===== config.mk =====
export PLATFORM = sky130hd
export DESIGN_NAME = frc_div
export DESIGN_NICKNAME = d
export VERILOG_FILES = /design/src/rtl/core/frc_pkg.sv /design/src/rtl/core/frc_div.sv
export SDC_FILE = /design/constraint.sdc
export NUM_CORES = 1
export LEC_CHECK = 0
export BUFFER_PORTS_ARGS = -buffer_cell sky130_fd_sc_hd__buf_2
export CAP_MARGIN = 20
export CORE_MARGIN = 3
export CORE_UTILIZATION = 50
export DETAILED_ROUTE_END_ITERATION = 6
export GPL_TIMING_DRIVEN = 0
export PLACE_DENSITY = 0.74
export SYNTH_ARGS = -nofsm -noshare
export SYNTH_HDL_FRONTEND = slang
export SYNTH_SLANG_ARGS = --single-unit

===== constraint.sdc =====
create_clock -name clk_i -period 2.9 [get_ports clk_i]
set_input_delay 0.435 -clock clk_i [delete_from_list [all_inputs] [get_ports clk_i]]
set_output_delay 0.435 -clock clk_i [all_outputs]
set_load 0.1 [all_outputs]

===== src/rtl/core/frc_pkg.sv =====
// Package for the fuzzy relation composer: constants, codes, and shared types.
// Has no dependencies. Every module in rtl/core imports it.
package frc_pkg;

  localparam int unsigned DefMaxRows  = 16;
  localparam int unsigned DefMaxInner = 16;
  localparam int unsigned DefMaxCols  = 16;

  localparam logic [16:0] QOne = 17'd32768;

  localparam logic [1:0] CmdLoadA   = 2'd0;
  localparam logic [1:0] CmdLoadB   = 2'd1;
  localparam logic [1:0] CmdCompute = 2'd2;

  localparam logic [2:0] RegTnorm   = 3'd0;
  localparam logic [2:0] RegTconorm = 3'd1;
  localparam logic [2:0] RegRows    = 3'd2;
  localparam logic [2:0] RegInner   = 3'd3;
  localparam logic [2:0] RegCols    = 3'd4;

  localparam logic [2:0] ModeMin      = 3'd0;
  localparam logic [2:0] ModeProd     = 3'd1;
  localparam logic [2:0] ModeBounded  = 3'd2;
  localparam logic [2:0] ModeDrastic  = 3'd3;
  localparam logic [2:0] ModeEinstein = 3'd4;
  localparam logic [2:0] ModeHamacher = 3'd5;
  localparam logic [2:0] ModeNilpot   = 3'd6;

  typedef enum logic [2:0] {
    StIdle, StRead, StNorm, StNormDiv, StConorm, StConormDiv, StOut
  } frc_state_e;

  // Request handed to the divider: numerator and divisor.
  typedef struct packed {
    logic        start;
    logic [31:0] num;
    logic [17:0] den;
  } frc_div_req_t;

  // 17-bit saturate to 1.0.
  function automatic logic [16:0] qsat(input logic [31:0] v);
    qsat = (v > 32'(QOne)) ? QOne : v[16:0];
  endfunction

endpackage


===== src/rtl/core/frc_div.sv =====
// Restoring divider, one quotient bit per cycle, 32-bit numerator.
// Depends on frc_pkg for the request struct.
module frc_div
  import frc_pkg::*;
(
  input  logic         clk_i,
  input  logic         rst_ni,
  input  frc_div_req_t req_i,
  output logic         done_o,
  output logic [31:0]  quot_o
);

  logic [31:0] quot_q, quot_d;
  logic [17:0] rem_q, rem_d;
  logic [17:0] den_q;
  logic [5:0]  cnt_q, cnt_d;
  logic        busy_q, busy_d;
  logic [18:0] trial;

  // One shift and subtract per cycle.
  always_comb begin
    quot_d = quot_q;
    rem_d  = rem_q;
    cnt_d  = cnt_q;
    busy_d = busy_q;
    trial  = {rem_q, quot_q[31]};
    if (req_i.start) begin
      quot_d = req_i.num;
      rem_d  = '0;
      cnt_d  = 6'd32;
      busy_d = 1'b1;
    end else if (busy_q) begin
      if (trial >= {1'b0, den_q}) begin
        rem_d  = 18'(trial - {1'b0, den_q});
        quot_d = {quot_q[30:0], 1'b1};
      end else begin
        rem_d  = trial[17:0];
        quot_d = {quot_q[30:0], 1'b0};
      end
      cnt_d = cnt_q - 6'd1;
      if (cnt_q == 6'd1) busy_d = 1'b0;
    end
  end

  always_ff @(posedge clk_i or negedge rst_ni) begin
    if (!rst_ni) begin
      busy_q <= 1'b0;
      cnt_q  <= '0;
    end else begin
      busy_q <= busy_d;
      cnt_q  <= cnt_d;
    end
  end

  always_ff @(posedge clk_i) begin
    quot_q <= quot_d;
    rem_q  <= rem_d;
    if (req_i.start) den_q <= req_i.den;
  end

  assign done_o = busy_q && (cnt_q == 6'd1);
  assign quot_o = quot_d;

endmodule


==> flow_metrics.env <==
export IMPL_cp_max_fo=6
export IMPL_wl_per_cell_um=16.03
export IMPL_max_stage_delay_ns=0.41
export IMPL_tightest_slew_ns=0.7201
export IMPL_antenna_found_initial=0
export IMPL_final_cell_mix="buf_2 (85), nand2_1 (51), dfxtp_1 (48)"
export IMPL_yosys_warnings=0
export IMPL_slew_headroom=0.5199
export IMPL_ctsHtreeMaxLevel=3
export IMPL_die_h_um=96.93
export IMPL_grt_pass1_vias=3528
export IMPL_die_x_um=96.93
export IMPL_crit_family="simple AND/OR/NAND/NOR gates"
export IMPL_path_cells="inv_1 -> ha_4 -> and3_4 -> nand2_4 -> or3_4 -> a31oi_4 -> buf_6 -> nor3_4 -> o31ai_4 -> buf_12"
export IMPL_track_usage=0.2242
export IMPL_drt_pass1_iter_count=5
export IMPL_ir_drop_v=0.0004627
export IMPL_yosys_cell_types_count=65
export IMPL_fin_skew_ns=0.01310
export IMPL_finalPower_w=0.004925
export IMPL_initial_core_util=0.5241
export IMPL_clock_fmax_ghz=0.3335
export IMPL_numCtsBuffers=9
export IMPL_netlist_instances=437
export IMPL_drtIter0Drc=214
export IMPL_cp_arrival_ns=2.56
export IMPL_cp_startpoint="den_q[8]"
export IMPL_syn_avg_cell_area_sq_um=9.460
export IMPL_period_share=1.034
export IMPL_finalNetCount=625
export IMPL_pre_cts_slack_ns=-0.3460
export IMPL_cap_violations=0
export IMPL_critical_path_class="reg -> out"
export IMPL_min_delay_start="req_i[10]"
export IMPL_violations="setup timing"
export IMPL_syn_to_final_growth_pct=31.05
export IMPL_async_reset_ff_frac=0.09333
export IMPL_hpwl_um=7376
export IMPL_routed_wl_um=10550
export IMPL_coreArea_sq_um=7888
export IMPL_drive_gt1_frac=0.3633
export IMPL_numClockSinks=75
export IMPL_finalMaxSlewViolations=0
export IMPL_ctsLongestPathBuffers=2
export IMPL_endpoint_kind="output pin"
export IMPL_drc=0
export IMPL_seq_area_frac_synth=0.4153
export IMPL_fill_cells=617
export IMPL_final_hold_violation_count=0
export IMPL_pwr_density_cell_nw_per_um2=909.0
export IMPL_p_leak_nw=2.574
export IMPL_syn_cell_area_sq_um=4134
export IMPL_grt_overflow=0
export IMPL_slowest_stage="or3_4"
export IMPL_rr_startpoint="quot_q[31]"
export IMPL_clk_pin_slew_ns=0.09
export IMPL_synth_flop_cell="dfxtp_1"
export IMPL_insertion_delay_ns=0.35
export IMPL_critPathRequiredTime_ns=2.47
export IMPL_critPathLaunchType="flip-flop"
export IMPL_grt_start_max_net_pins=23
export IMPL_synth_fp_nets=511
export IMPL_rows=32
export IMPL_die_area_sq_um=9395
export IMPL_setup_viol=1
export IMPL_n_antenna_cell=0
export IMPL_cts_tree="done"
export IMPL_place_congestion=0.8840
export IMPL_layout_commonest_cell="buf_2"
export IMPL_ys_seq_elements=75
export IMPL_grt_pass1_wl_um=17320
export IMPL_ios=86
export IMPL_clockRootBuffer="clkbuf_8"
export IMPL_outcome="complete, but fails checks"
export IMPL_viasPerCell=5.547
export IMPL_fin_crit_ns=2.999
export IMPL_vias=3650
export IMPL_hold_class="in -> reg"
export IMPL_cp_num_buf_inv=3
export IMPL_setup_ws_ns=-0.09854
export IMPL_ant_nets=0
export IMPL_rsz0062_at_grt="true"
export IMPL_portBuffers=85
export IMPL_synth_edf_count=18
==> kinds of logic (layout without fill, tap and decap cells) <==
logic type | Yosys count | in the layout | synth area share
compound gates | 117 | 117 | 0.1934
buf+inv | 50 | 169 | 0.06931
simple gates | 122 | 122 | 0.1368
mux | 32 | 32 | 0.07748
xor+xnor | 20 | 20 | 0.04237
fa+ha+maj | 21 | 21 | 0.06538
flops | 75 | 75 | 0.4153
==> Yosys cell counts (9+ instances only) <==
cell | instances | area, sq um
a21oi_1 | 17 | 85.08
a311oi_1 | 11 | 96.34
clkbuf_1 | 9 | 33.78
dfxtp_1 | 50 | 1001
edfxtp_1 | 18 | 540.5
ha_1 | 20 | 250.2
inv_1 | 25 | 93.84
mux2i_1 | 32 | 320.3
nand2_1 | 52 | 195.2
nand3_1 | 15 | 75.07
nor2_1 | 27 | 101.4
o21ai_0 | 38 | 190.2
xnor2_1 | 15 | 131.4
==> layer usage <==
layer | part of all wire | GRT usage | vias up
li1 | - | - | 1810
met1 | 0.43 | 0.2876 | 1713
met2 | 0.49 | 0.3774 | 116
met3 | 0.067 | 0.05407 | 11
met4 | 0.010 | 0.06048 | 0
met5 | 0 | 0 | -
==> cell type report <==
class / instances / area, sq um / share of cell area
well taps: 102 / 127.6 / 0.02356
repair buffers: 104 / 588.1 / 0.1085
clock buffers: 10 / 148.9 / 0.02748
clock inverters: 6 / 85.08 / 0.01570
flip-flops and latches: 75 / 1719 / 0.3173
multi-input cells: 312 / 2466 / 0.4552
inverters: 26 / 97.59 / 0.01801
plain buffers: 23 / 185.2 / 0.03418
==> per-stage QoR <==
stage               cells  hold WS, ns    util  cell area [sq um]  TNS [ns]
floorplan             437       0.1394       -               4260   -0.2091
global placement      624       0.2741  0.6102               4813   -0.3315
detailed placement    624       0.2777  0.6102               4813   -0.3460
CTS                   650       0.2343  0.6723               5303   -0.1792
global route          658       0.2327  0.6869               5418   -0.4756
finish                658       0.2484  0.6869               5418  -0.09854
==> final timing paths <==
| kind | cells after the start | endpoint | slack, ns |
|---|---|---|---|
| min | 1 | den_q[10] | 0.25 |
| min reg2reg | 2 | rem_q[17] | 0.51 |
| max in group asynchronous | 2 | cnt_q[0] | 2.28 |
| max reg2reg | 11 | rem_q[16] | 0.04 |
| max | 10 | quot_o[0] | -0.1 |
| min in group asynchronous | 2 | cnt_q[5] | 0.45 |
==> what timing repair did <==
| action | in CTS | in global routing |
|---|---|---|
| buffers inserted | 9 | 9 |
| gates resized for setup | 30 | 14 |
| hold endpoints to repair | 7 | 0 |
| pin swaps | 9 | 9 |
| endpoints found under the setup margin | 1 | 33 |
| hold buffers | 1 | 0 |
==> flip-flops by register name, summed over array words and instances (netlist names) <==
signal  cells
busy_q      1
cnt_q       6
den_q      18
quot_q     32
rem_q      18
==> power by group <==
part           internal, W  switching [W]  total, W
clock             0.000536       0.000414  0.000950
combinational      0.00102        0.00148   0.00250
sequential         0.00129       0.000188   0.00147
total              0.00284        0.00208   0.00492
Note: power is estimated with default switching activity, not from simulation.
